[config.mk]
export PLATFORM = sky130hd
export DESIGN_NAME = coprocessor_mailbox_responder_flat
export DESIGN_NICKNAME = d
export VERILOG_FILES = /design/src/cmr_pkg.sv /design/src/cmr_req_if.sv /design/src/cmr_rsp_if.sv /design/src/cmr_front.sv /design/src/cmr_queue.sv /design/src/cmr_back.sv /design/src/coprocessor_mailbox_responder.sv /design/src/flat_wrapper.sv
export VERILOG_INCLUDE_DIRS = /design/src /design/src/src
export SDC_FILE = /design/constraint.sdc
export NUM_CORES = 1
export LEC_CHECK = 0
export BUFFER_PORTS_ARGS = -buffer_cell sky130_fd_sc_hd__clkbuf_2
export CORE_MARGIN = 2
export CORE_UTILIZATION = 50
export DETAILED_ROUTE_END_ITERATION = 10
export GPL_TIMING_DRIVEN = 0
export PLACE_DENSITY = 0.74
export SYNTH_ARGS = -nofsm -noshare
export SYNTH_HDL_FRONTEND = slang
export SYNTH_SLANG_ARGS = --single-unit
[constraint.sdc]
create_clock -name clock -period 11 [get_ports clock]
set_input_delay 1.65 -clock clock [delete_from_list [all_inputs] [get_ports clock]]
set_output_delay 1.65 -clock clock [all_outputs]
set_load 0.005 [all_outputs]
[src/coprocessor_mailbox_responder_defines.svh]
// Assertion helpers shared by the responder RTL.
// Both sample on clock and are disabled while reset is high.
`ifndef COPROCESSOR_MAILBOX_RESPONDER_DEFINES_SVH
`define COPROCESSOR_MAILBOX_RESPONDER_DEFINES_SVH

// Same-cycle implication.
`define CMR_ASSERT_IMPL(label, ante, cons) \
   label: assert property (@(posedge clock) disable iff (reset) (ante) |-> (cons)) \
      else $error("mailbox responder: same-cycle check failed");

// Next-cycle implication.
`define CMR_ASSERT_NEXT(label, ante, cons) \
   label: assert property (@(posedge clock) disable iff (reset) (ante) |=> (cons)) \
      else $error("mailbox responder: next-cycle check failed");

`endif

[src/cmr_pkg.sv]
package cmr_pkg;

   // Client endpoint window
   localparam int CLIENT_ENDPOINTS = 32;
   localparam int CLIENT_IDX_W     = $clog2(CLIENT_ENDPOINTS);
   localparam logic [7:0] CLIENT_BASE  = 8'd32;
   localparam logic [7:0] CLIENT_LIMIT = 8'(32 + CLIENT_ENDPOINTS);
   localparam int MAP_W     = 64;
   localparam int MAP_IDX_W = $clog2(MAP_W);

   // Job queue between front and back
   localparam int QUEUE_DEPTH = 4;
   localparam int QUEUE_PTR_W = $clog2(QUEUE_DEPTH);
   localparam int QUEUE_CNT_W = $clog2(QUEUE_DEPTH + 1);

   // Configuration registers
   localparam int CSR_INDEX_W = 1;
   localparam logic [CSR_INDEX_W-1:0] CSR_MIN_VERSION = 1'b0;
   localparam logic [CSR_INDEX_W-1:0] CSR_MAX_VERSION = 1'b1;
   localparam logic [15:0] MIN_VERSION_RESET = 16'd11;
   localparam logic [15:0] MAX_VERSION_RESET = 16'd12;

   // Request modes
   localparam logic [1:0] MODE_RECV  = 2'd0;
   localparam logic [1:0] MODE_START = 2'd1;
   localparam logic [1:0] MODE_SEND  = 2'd2;
   localparam logic [1:0] MODE_WAKE  = 2'd3;

   // Response kinds
   localparam logic [1:0] KIND_STATUS  = 2'd0;
   localparam logic [1:0] KIND_MSG     = 2'd1;
   localparam logic [1:0] KIND_DELIVER = 2'd2;

   // Status codes
   localparam logic [1:0] STATUS_OK        = 2'd0;
   localparam logic [1:0] STATUS_INVALID   = 2'd1;
   localparam logic [1:0] STATUS_UNHANDLED = 2'd2;

   // Endpoints
   localparam logic [7:0] EP_MGMT     = 8'd0;
   localparam logic [7:0] EP_CRASHLOG = 8'd1;
   localparam logic [7:0] EP_DEBUG    = 8'd3;
   localparam logic [7:0] EP_IOREPORT = 8'd4;

   // Message types
   localparam logic [7:0] MSG_HELLO     = 8'd1;
   localparam logic [7:0] MSG_HELLO_ACK = 8'd2;
   localparam logic [7:0] MSG_STARTEP   = 8'd5;
   localparam logic [7:0] MSG_PWR       = 8'd6;
   localparam logic [7:0] MSG_PWR_ACK   = 8'd7;
   localparam logic [7:0] MSG_EPMAP     = 8'd8;
   localparam logic [7:0] MSG_BUFREQ    = 8'd1;
   localparam logic [7:0] PWR_ON        = 8'h20;

   // Start bits carried by a job: [0] crashlog, [1] debug, [2] ioreport
   localparam int START_W = 3;

   typedef struct packed {
      logic [1:0]         kind;
      logic [7:0]         out_endpoint;
      logic [63:0]        out_data;
      logic [1:0]         status;
      logic [7:0]         power_state;
      logic [START_W-1:0] starts;
   } job_type;

   typedef struct packed {
      logic [1:0]  kind;
      logic [7:0]  out_endpoint;
      logic [63:0] out_data;
      logic [1:0]  status;
      logic [7:0]  power_state;
      logic        last;
   } rsp_type;

   // Outgoing word: type in bits 59..52 over a 52-bit body
   function automatic logic [63:0] msg_word(input logic [7:0] msg_type,
                                            input logic [51:0] body);
      msg_word = {4'b0, msg_type, body};
   endfunction

   function automatic logic [63:0] start_word(input logic [7:0] ep);
      start_word = msg_word(MSG_STARTEP, {12'b0, ep, 32'd2});
   endfunction

endpackage

[src/cmr_req_if.sv]
interface cmr_req_if;
   logic        valid;
   logic        ready;
   logic [1:0]  mode;
   logic [7:0]  in_endpoint;
   logic [63:0] in_data;

   modport source (output valid, output mode, output in_endpoint, output in_data,
                   input ready);
   modport sink   (input valid, input mode, input in_endpoint, input in_data,
                   output ready);
endinterface

[src/cmr_rsp_if.sv]
interface cmr_rsp_if;
   logic        valid;
   logic        ready;
   logic [1:0]  kind;
   logic [7:0]  out_endpoint;
   logic [63:0] out_data;
   logic [1:0]  status;
   logic [7:0]  power_state;
   logic        last;

   modport source (output valid, output kind, output out_endpoint, output out_data,
                   output status, output power_state, output last, input ready);
   modport sink   (input valid, input kind, input out_endpoint, input out_data,
                   input status, input power_state, input last, output ready);
endinterface

[src/cmr_front.sv]
module cmr_front (
   input  logic                           clock,
   input  logic                           reset,
   input  logic                           csr_write_enable,
   input  logic [cmr_pkg::CSR_INDEX_W-1:0] csr_index,
   input  logic [15:0]                    csr_write_data,
   cmr_req_if.sink                        req,
   input  logic                           queue_full,
   output logic                           push,
   output cmr_pkg::job_type               job
);
   import cmr_pkg::*;

   logic [15:0]                 min_version_ff;
   logic [15:0]                 max_version_ff;
   logic [7:0]                  power_ff, power_in;
   logic [MAP_W-1:0]            map_ff, map_in;
   logic [CLIENT_ENDPOINTS-1:0] client_ff, client_in;

   logic [7:0]              ep;
   logic [63:0]             data;
   logic [7:0]              msg_type;
   logic [15:0]             hello_min, hello_max, hello_ver;
   logic                    hello_bad;
   logic [2:0]              map_base;
   logic                    map_last;
   logic                    is_client;
   logic [7:0]              client_off;
   logic [CLIENT_IDX_W-1:0] client_idx;

   assign req.ready = !queue_full;
   assign push      = req.valid && !queue_full;

   assign ep         = req.in_endpoint;
   assign data       = req.in_data;
   assign msg_type   = data[59:52];
   assign hello_min  = data[15:0];
   assign hello_max  = data[31:16];
   assign hello_bad  = (hello_min > max_version_ff) || (hello_max < min_version_ff);
   assign hello_ver  = (hello_max < max_version_ff) ? hello_max : max_version_ff;
   assign map_base   = data[34:32];
   assign map_last   = data[51];
   assign is_client  = (ep >= CLIENT_BASE) && (ep < CLIENT_LIMIT);
   assign client_off = ep - CLIENT_BASE;
   assign client_idx = client_off[CLIENT_IDX_W-1:0];

   always_comb begin
      power_in  = power_ff;
      map_in    = map_ff;
      client_in = client_ff;

      job.kind         = KIND_STATUS;
      job.out_endpoint = EP_MGMT;
      job.out_data     = 64'd0;
      job.status       = STATUS_OK;
      job.starts       = '0;

      case (req.mode)
         MODE_RECV: begin
            if (ep == EP_MGMT) begin
               case (msg_type)
                  MSG_HELLO: begin
                     if (hello_bad) begin
                        job.status = STATUS_INVALID;
                     end else begin
                        job.kind     = KIND_MSG;
                        job.out_data = msg_word(MSG_HELLO_ACK,
                                                {20'b0, hello_ver, hello_ver});
                     end
                  end
                  MSG_PWR_ACK: begin
                     power_in = data[7:0];
                  end
                  MSG_EPMAP: begin
                     if (map_base == 3'd0) begin
                        map_in[31:0] = map_ff[31:0] | data[31:0];
                     end else if (map_base == 3'd1) begin
                        map_in[63:32] = map_ff[63:32] | data[31:0];
                     end
                     job.kind     = KIND_MSG;
                     job.out_data = msg_word(MSG_EPMAP,
                                             {map_last, 16'b0, map_base, 31'b0, !map_last});
                     if (map_last) begin
                        job.starts = {map_in[EP_IOREPORT[MAP_IDX_W-1:0]],
                                      map_in[EP_DEBUG[MAP_IDX_W-1:0]],
                                      map_in[EP_CRASHLOG[MAP_IDX_W-1:0]]};
                     end
                  end
                  default: begin
                     job.status = STATUS_UNHANDLED;
                  end
               endcase
            end else if (ep == EP_CRASHLOG || ep == EP_IOREPORT) begin
               if (msg_type != MSG_BUFREQ) begin
                  job.status = STATUS_UNHANDLED;
               end else if (data[41:0] == 42'd0) begin
                  job.kind         = KIND_MSG;
                  job.out_endpoint = ep;
                  job.out_data     = msg_word(MSG_BUFREQ, {data[51:44], 44'b0});
               end
            end else if (is_client && client_ff[client_idx]) begin
               job.kind         = KIND_DELIVER;
               job.out_endpoint = ep;
               job.out_data     = data;
            end else begin
               job.status = STATUS_UNHANDLED;
            end
         end
         MODE_START: begin
            if (is_client && map_ff[ep[MAP_IDX_W-1:0]]) begin
               client_in[client_idx] = 1'b1;
               job.kind     = KIND_MSG;
               job.out_data = start_word(ep);
            end else begin
               job.status = STATUS_INVALID;
            end
         end
         MODE_SEND: begin
            job.kind         = KIND_MSG;
            job.out_endpoint = ep;
            job.out_data     = data;
         end
         MODE_WAKE: begin
            job.kind     = KIND_MSG;
            job.out_data = msg_word(MSG_PWR, {44'b0, PWR_ON});
         end
         default: begin
            job.status = STATUS_UNHANDLED;
         end
      endcase

      job.power_state = power_in;
   end

   always_ff @(posedge clock) begin
      if (reset) begin
         min_version_ff <= MIN_VERSION_RESET;
         max_version_ff <= MAX_VERSION_RESET;
         power_ff       <= '0;
         map_ff         <= '0;
         client_ff      <= '0;
      end else begin
         if (csr_write_enable) begin
            case (csr_index)
               CSR_MIN_VERSION: min_version_ff <= csr_write_data;
               CSR_MAX_VERSION: max_version_ff <= csr_write_data;
               default: ;
            endcase
         end
         if (push) begin
            power_ff  <= power_in;
            map_ff    <= map_in;
            client_ff <= client_in;
         end
      end
   end

`include "coprocessor_mailbox_responder_defines.svh"

   `CMR_ASSERT_NEXT(a_client_only_grows, 1'b1, (client_ff & $past(client_ff)) == $past(client_ff))
   `CMR_ASSERT_NEXT(a_map_only_grows, 1'b1, (map_ff & $past(map_ff)) == $past(map_ff))
   `CMR_ASSERT_IMPL(a_starts_from_map_echo, push && (job.starts != '0), (job.kind == KIND_MSG) && (job.out_data[59:52] == MSG_EPMAP) && job.out_data[51])

endmodule

[src/cmr_queue.sv]
module cmr_queue (
   input  logic             clock,
   input  logic             reset,
   input  logic             push,
   input  cmr_pkg::job_type push_job,
   input  logic             pop,
   output cmr_pkg::job_type head_job,
   output logic             full,
   output logic             empty
);
   import cmr_pkg::*;

   job_type                entries_ff [QUEUE_DEPTH];
   logic [QUEUE_PTR_W-1:0] wr_ptr_ff, rd_ptr_ff;
   logic [QUEUE_CNT_W-1:0] count_ff;

   assign full     = (count_ff == QUEUE_CNT_W'(QUEUE_DEPTH));
   assign empty    = (count_ff == '0);
   assign head_job = entries_ff[rd_ptr_ff];

   always_ff @(posedge clock) begin
      if (push) begin
         entries_ff[wr_ptr_ff] <= push_job;
      end
      if (reset) begin
         wr_ptr_ff <= '0;
         rd_ptr_ff <= '0;
         count_ff  <= '0;
      end else begin
         if (push) begin
            wr_ptr_ff <= wr_ptr_ff + 1'b1;
         end
         if (pop) begin
            rd_ptr_ff <= rd_ptr_ff + 1'b1;
         end
         case ({push, pop})
            2'b10:   count_ff <= count_ff + 1'b1;
            2'b01:   count_ff <= count_ff - 1'b1;
            default: count_ff <= count_ff;
         endcase
      end
   end

endmodule

[src/cmr_back.sv]
module cmr_back (
   input  logic             clock,
   input  logic             reset,
   input  logic             empty,
   input  cmr_pkg::job_type head_job,
   output logic             pop,
   cmr_rsp_if.source        rsp
);
   import cmr_pkg::*;

   logic                rsp_valid_ff, rsp_valid_in;
   rsp_type             rsp_ff, rsp_in;
   logic [START_W-1:0]  pending_ff, pending_in;
   logic [7:0]          power_ff, power_in;
   logic                advance;
   logic [7:0]          start_ep;
   logic [START_W-1:0]  pending_left;

   assign advance = !rsp_valid_ff || rsp.ready;

   // Pick the next start in order crashlog, debug, ioreport
   always_comb begin
      pending_left = pending_ff;
      if (pending_ff[0]) begin
         start_ep        = EP_CRASHLOG;
         pending_left[0] = 1'b0;
      end else if (pending_ff[1]) begin
         start_ep        = EP_DEBUG;
         pending_left[1] = 1'b0;
      end else begin
         start_ep        = EP_IOREPORT;
         pending_left[2] = 1'b0;
      end
   end

   always_comb begin
      pop          = 1'b0;
      rsp_valid_in = rsp_valid_ff;
      rsp_in       = rsp_ff;
      pending_in   = pending_ff;
      power_in     = power_ff;
      if (advance) begin
         if (pending_ff != '0) begin
            rsp_valid_in        = 1'b1;
            rsp_in.kind         = KIND_MSG;
            rsp_in.out_endpoint = EP_MGMT;
            rsp_in.out_data     = start_word(start_ep);
            rsp_in.status       = STATUS_OK;
            rsp_in.power_state  = power_ff;
            rsp_in.last         = (pending_left == '0);
            pending_in          = pending_left;
         end else if (!empty) begin
            pop                 = 1'b1;
            rsp_valid_in        = 1'b1;
            rsp_in.kind         = head_job.kind;
            rsp_in.out_endpoint = head_job.out_endpoint;
            rsp_in.out_data     = head_job.out_data;
            rsp_in.status       = head_job.status;
            rsp_in.power_state  = head_job.power_state;
            rsp_in.last         = (head_job.starts == '0);
            pending_in          = head_job.starts;
            power_in            = head_job.power_state;
         end else begin
            rsp_valid_in = 1'b0;
         end
      end
   end

   always_ff @(posedge clock) begin
      rsp_ff   <= rsp_in;
      power_ff <= power_in;
      if (reset) begin
         rsp_valid_ff <= 1'b0;
         pending_ff   <= '0;
      end else begin
         rsp_valid_ff <= rsp_valid_in;
         pending_ff   <= pending_in;
      end
   end

   assign rsp.valid        = rsp_valid_ff;
   assign rsp.kind         = rsp_ff.kind;
   assign rsp.out_endpoint = rsp_ff.out_endpoint;
   assign rsp.out_data     = rsp_ff.out_data;
   assign rsp.status       = rsp_ff.status;
   assign rsp.power_state  = rsp_ff.power_state;
   assign rsp.last         = rsp_ff.last;

`include "coprocessor_mailbox_responder_defines.svh"

   `CMR_ASSERT_IMPL(a_pop_only_when_drained, pop, pending_ff == '0)
   `CMR_ASSERT_IMPL(a_pending_has_result, pending_ff != '0, rsp_valid_ff && !rsp_ff.last)
   `CMR_ASSERT_IMPL(a_last_ends_item, rsp_valid_ff && rsp_ff.last, pending_ff == '0)

endmodule

[src/coprocessor_mailbox_responder.sv]
// Coprocessor mailbox responder.
// req_bus carries one request per valid/ready handshake: a received mailbox
// message, a client start, a send to an endpoint or a wake request.
// rsp_bus returns one to four responses per request, in order; last marks
// the final one. csr_write_enable/csr_index/csr_write_data set min_version
// (index 0) and max_version (index 1); write them only while idle.
// Throughput: one request per cycle enters while the four-entry job queue
// has room; responses leave at one per cycle while rsp_bus is ready, and a
// request has one response, or up to four for a final map chunk.
// A taken request is written into the job queue, then loaded into the output
// register once it reaches the queue head and the output can advance.
// Reset (synchronous): clears the power state, endpoint map, client
// registrations, queue and output; versions return to 11 and 12.
// A stalled rsp_bus holds its response; the queue keeps taking requests
// until it fills, then req_bus.ready drops.
module coprocessor_mailbox_responder (
   input  logic                            clock,
   input  logic                            reset,
   input  logic                            csr_write_enable,
   input  logic [cmr_pkg::CSR_INDEX_W-1:0] csr_index,
   input  logic [15:0]                     csr_write_data,
   cmr_req_if.sink                         req_bus,
   cmr_rsp_if.source                       rsp_bus
);
   import cmr_pkg::*;

   // Front side: classify, update state, build one job per request
   logic    push;
   job_type push_job;
   // Queue status and head
   logic    queue_full;
   logic    queue_empty;
   logic    pop;
   job_type head_job;

   cmr_front u_front (
      .clock            (clock),
      .reset            (reset),
      .csr_write_enable (csr_write_enable),
      .csr_index        (csr_index),
      .csr_write_data   (csr_write_data),
      .req              (req_bus),
      .queue_full       (queue_full),
      .push             (push),
      .job              (push_job)
   );

   // Decouple: front advances while the back end is stalled, until the queue fills
   cmr_queue u_queue (
      .clock    (clock),
      .reset    (reset),
      .push     (push),
      .push_job (push_job),
      .pop      (pop),
      .head_job (head_job),
      .full     (queue_full),
      .empty    (queue_empty)
   );

   // Back side: expand each job into its responses, one per cycle while rsp_bus is ready
   cmr_back u_back (
      .clock    (clock),
      .reset    (reset),
      .empty    (queue_empty),
      .head_job (head_job),
      .pop      (pop),
      .rsp      (rsp_bus)
   );

endmodule
[src/flat_wrapper.sv]
// flat-port wrapper written by rule: the top's interface ports become plain ports
module coprocessor_mailbox_responder_flat import cmr_pkg::*;
  (clock, reset, csr_write_enable, csr_index, csr_write_data, req_bus_valid, req_bus_mode, req_bus_in_endpoint, req_bus_in_data, req_bus_ready, rsp_bus_valid, rsp_bus_kind, rsp_bus_out_endpoint, rsp_bus_out_data, rsp_bus_status, rsp_bus_power_state, rsp_bus_last, rsp_bus_ready);
  cmr_req_if req_bus_i ();
  cmr_rsp_if rsp_bus_i ();
  input  logic clock;
  input  logic reset;
  input  logic csr_write_enable;
  input  logic [cmr_pkg::CSR_INDEX_W-1:0] csr_index;
  input  logic [15:0] csr_write_data;
  input wire logic [$bits(req_bus_i.valid)-1:0] req_bus_valid;
  input wire logic [$bits(req_bus_i.mode)-1:0] req_bus_mode;
  input wire logic [$bits(req_bus_i.in_endpoint)-1:0] req_bus_in_endpoint;
  input wire logic [$bits(req_bus_i.in_data)-1:0] req_bus_in_data;
  output wire logic [$bits(req_bus_i.ready)-1:0] req_bus_ready;
  output wire logic [$bits(rsp_bus_i.valid)-1:0] rsp_bus_valid;
  output wire logic [$bits(rsp_bus_i.kind)-1:0] rsp_bus_kind;
  output wire logic [$bits(rsp_bus_i.out_endpoint)-1:0] rsp_bus_out_endpoint;
  output wire logic [$bits(rsp_bus_i.out_data)-1:0] rsp_bus_out_data;
  output wire logic [$bits(rsp_bus_i.status)-1:0] rsp_bus_status;
  output wire logic [$bits(rsp_bus_i.power_state)-1:0] rsp_bus_power_state;
  output wire logic [$bits(rsp_bus_i.last)-1:0] rsp_bus_last;
  input wire logic [$bits(rsp_bus_i.ready)-1:0] rsp_bus_ready;
  assign req_bus_i.valid = req_bus_valid;
  assign req_bus_i.mode = req_bus_mode;
  assign req_bus_i.in_endpoint = req_bus_in_endpoint;
  assign req_bus_i.in_data = req_bus_in_data;
  assign req_bus_ready = req_bus_i.ready;
  assign rsp_bus_valid = rsp_bus_i.valid;
  assign rsp_bus_kind = rsp_bus_i.kind;
  assign rsp_bus_out_endpoint = rsp_bus_i.out_endpoint;
  assign rsp_bus_out_data = rsp_bus_i.out_data;
  assign rsp_bus_status = rsp_bus_i.status;
  assign rsp_bus_power_state = rsp_bus_i.power_state;
  assign rsp_bus_last = rsp_bus_i.last;
  assign rsp_bus_i.ready = rsp_bus_ready;
  coprocessor_mailbox_responder u_core (.clock(clock), .reset(reset), .csr_write_enable(csr_write_enable), .csr_index(csr_index), .csr_write_data(csr_write_data), .req_bus(req_bus_i), .rsp_bus(rsp_bus_i));
endmodule
==> results.md <==
- The cell row count is 78.
- The count of unresolved DRC violations after routing is 0.
- For this block, the via count after detailed routing is 14300.
- The total leakage power is 0.00964 uW.
- The maximum level of the CTS H-tree is 2.
- The worst-case vdd ir drop is 0.000289 V.
- Yosys mapped a number of flops with a built-in enable equal to 441.
- The post-synthesis net count is 1721.
- The run finished with clean final reports.
- The maximum root-to-sink buffer count is 3.
- By startpoint and endpoint, the worst setup path is classified as primary input to register.
- The worst register-to-register path begins at u_core.u_front.max_version_ff[15].
- Dividing total power by cell area gives a power density of 240 nW/um2.
- The finished layout holds 2461 standard cells, fillers aside.
- For this run the aggregate overflow at the end of global routing stands at 0.
- For this block, the routed nets add up to 55700 um of wire.
- The depth of the worst hold-timing path is 2.
- Setup repair after global routing left no endpoint under its margin.
- After filler insertion, the fill cell instance count of the layout stands at 3420.
- For the worst setup path, the data required time is 11.43 ns.
- The number of antenna violations at the first check in global routing is 8.
- The total power draw is 6460 uW.
- During I/O placement, the number of pins put on the boundary was 183.
- The initial utilization of the core area, before any placement, comes to 0.508.
- The die covers 48000 um2.
- The most common cell after layout, fill and taps aside is edfxtp_1.
- The global routing usage summed across all routing layers is 0.236.
- Of the available clock period, the critical path in the final layout requires 0.409.
- The max capacitance violation total is 0.
- The number of DRC markers in iteration 0 is 1267.
- The arrival time at the worst endpoint is 4.92 ns.
- In this run the critical register-to-register path is captured at u_core.u_queue.entries_ff[2][43].
- The largest delay contributor family on the critical path is simple AND/OR/NAND/NOR gates.
- On the final layout, the worst clock skew is 0.0345 ns.
- The kind of path behind the tightest hold check is register to register.
- The gate count after technology mapping is 1573.
- The wire-length estimate of the detail-placed layout is 38400 um.
- The placer congestion estimate is 0.920.
- At the pin with the least slew margin, the transition time is 1.12 ns.
- The count of nets left with antenna violations once routing finished came out at 0.
- The number of different library cells used by synthesis comes to 61.
- The number of max-slew violations in the final report came to 0.
- The worst register-to-register path has a setup slack of 7.18 ns.
- The number of nets at the end of the flow is 1961.
- From bottom edge to top edge, the die measures 219 um.
- The via count of the first global-routing pass is 14300.
- The delay contributed by the slowest stage of the critical path is 0.94 ns.
- In the final timing run, aggregate negative setup slack is 0 ns.
- The cts-stage hold buffer count is 0.
- The synthesized area is 23100 um2.
- The CTS tree is built.
- The number of synthesis warnings is 0.
- In the final layout, the share of cells above drive strength 1 is 0.225.
- The cell sitting at the root of the clock tree is a clkbuf_16.
- The die width is 219 um.
- Setup violations remaining at the end of the flow were counted as 0.
- The share of the Yosys chip area taken by registers is 0.676.
- After detailed routing, the number of vias per cell comes to 5.81.
- The total iterations of the first detailed-routing run is 5.
- Port buffering added 176 buffers.
- The startpoint identified for the worst hold timing path is u_core.u_front.min_version_ff[2].
- The final hold violation count is 0.
- Once layout is complete, the utilization of the core stands at 0.591.
- Walking the worst path, the cells encountered are clkbuf_2 -> nor4_1 -> nand4b_1 -> nand2b_1 -> nor2_1 -> o211ai_1 -> nor2b_1 -> buf_1 -> buf_2 -> a22o_1.
- The peak fanout along the critical path is 10.
- Clock tree synthesis found a total of 561 sinks.
- The number of post-CTS setup repair buffers is 0.
- The capturing element type of the critical path is a register.
- Dividing the detail-routed wire length by the instance count gives 22.6 um.
- The register bit total from synthesis is 561.
- The main flop type after synthesis is edfxtp_1.
- The cell depth of the worst flop-to-flop path is 10.
- The worst path in the final design needs a cycle of 4.50 ns, including I/O delays and setup.
- The worst-case hold path end point is u_core.u_front.min_version_ff[2].
- The relative slew slack is 0.249.
- The average cell area after synthesis is 14.7 um2.
- Entering global routing, the biggest net connects 57 pins.
- The first global-routing pass estimated 84100 um of wire.
- The source-to-sink clock delay at the later pin of the worst-skew pair is 0.62 ns.
- Clock-pin slew was measured on the worst setup and hold paths at 0.06 ns.
- Buffers inserted during clock tree synthesis total 55.
- For this run, asynchronously set or reset flops after synthesis account for 0.
- Together, buffers and inverters on the worst path number 3.
- The cell type of the slowest stage on the worst timing path is nor4_1.
- Static timing analysis puts the maximum clock frequency at 222 MHz.
- After detailed placement, the design holds a cell count of 2356.
- The region available for standard cell placement spans 45600 um2.
- The area added between synthesis and finish is 16.4%.
- The element type at the critical path start is a primary input.
- Leaving out fill and tap cells, the most frequent cells in the layout are edfxtp_1 (441), clkbuf_2 (176), nand2_1 (138), dfxtp_1 (120), a21oi_1 (101).
- Post-CTS repair changed the size of 0 cells.
-- cell usage after synthesis, types with 5 or more instances --
cell type / instances / area (um2)
dfxtp_1: 120 / 2400
and2_1: 100 / 626
a22oi_1: 5 / 37.5
nor2_1: 96 / 360
mux2i_1: 32 / 320
buf_2: 16 / 80.1
a21o_1: 5 / 37.5
mux4_2: 92 / 2070
nand3_1: 16 / 80.1
nor3_1: 19 / 95.1
o21ai_0: 34 / 170
nand2_1: 138 / 518
ha_1: 51 / 638
edfxtp_1: 441 / 13200
a21oi_1: 102 / 510
a22o_1: 13 / 114
inv_1: 67 / 251
a22o_2: 8 / 80.1
mux2_2: 8 / 90.1
nand2b_1: 10 / 62.6
clkbuf_1: 52 / 195
and3_1: 6 / 37.5
nand4_1: 7 / 43.8
nor2b_1: 13 / 81.3
buf_1: 14 / 52.6
nor4_1: 12 / 75.1
o22ai_1: 26 / 163
-- through the flow --
step	setup slack, ns	hold WS, ns	instance area, um2
floorplan	4.49	0.428	23100
global placement	1.64	0.440	24800
detailed placement	5.92	0.448	25000
CTS	6.50	0.457	26900
global route	6.23	0.477	26900
finish	6.50	0.456	26900
-- per-layer routing --
layer	wire [um]	share of wire	GRT usage
met4	1580	0.028	0.0705
met2	26700	0.48	0.384
met5	69	0.0012	0
met1	22200	0.40	0.321
met3	5210	0.094	0.0516
-- report_power, final --
group / switching (uW) / internal (uW) / total, uW
sequential: 110 / 2830 / 2940
combinational: 915 / 609 / 1520
clock: 796 / 1200 / 1990
total: 1820 / 4640 / 6460
-- sequential cells by signal, summed over array words and instances (netlist names), 8 cells and up, named ones only --
register                        cells
u_core.u_back.power_ff              8
u_core.u_front.map_ff              35
u_core.u_front.min_version_ff      16
u_core.u_back.rsp.out_endpoint      8
u_core.u_back.rsp.power_state       8
u_core.u_front.max_version_ff      16
u_core.u_front.power_ff             8
u_core.u_queue.entries_ff         348
u_core.u_front.client_ff           32
u_core.u_back.rsp.out_data         64
-- worst max-delay path by stage --
stage                              startpoint                                to  slack [ns]  cells after the start
final                     req_bus_in_data[57]  u_core.u_queue.entries_ff[2][43]        6.50                     10
after global routing      req_bus_in_data[57]  u_core.u_queue.entries_ff[2][43]        6.23                     10
after CTS                 req_bus_in_data[57]  u_core.u_queue.entries_ff[3][43]        6.50                     10
after detailed placement  req_bus_in_data[57]  u_core.u_queue.entries_ff[3][43]        5.92                     10
after global placement          rsp_bus_ready     u_core.u_back.rsp.out_data[8]        1.64                      3
after floorplan                 rsp_bus_ready         u_core.u_back.rsp.kind[0]        4.49                      2
-- worst min-delay path: cells and delay by family (launching register included) --
family | cells | cell delay, ns
AO/OA/AOI/OAI | 1 | 0.05
flip-flops | 1 | 0.31
AND/OR/NAND/NOR | 1 | 0.05
-- cell type report --
class	count	area, um2	area share
Tap cell	600	751	0.0279
Clock buffer	72	1580	0.0585
Inverter	67	251	0.00934
Clock inverter	31	369	0.0137
Multi-Input combinational cell	858	6890	0.256
Sequential cell	561	15600	0.581
Timing Repair Buffer	183	1050	0.0390
Antenna cell	2	5.00	0.000186
Buffer	87	397	0.0147
-- cell families after synthesis --
family	after synthesis	share of synthesized area
AOI/OAI and AO/OA	218	0.0580
muxes	136	0.112
buffers and inverters	154	0.0280
DFF	561	0.676
adders and majority gates	52	0.0284
and+or+nand+nor	446	0.0957
xor gates and xnor gates	6	0.00227
Note: power is estimated with default switching activity, not from simulation.
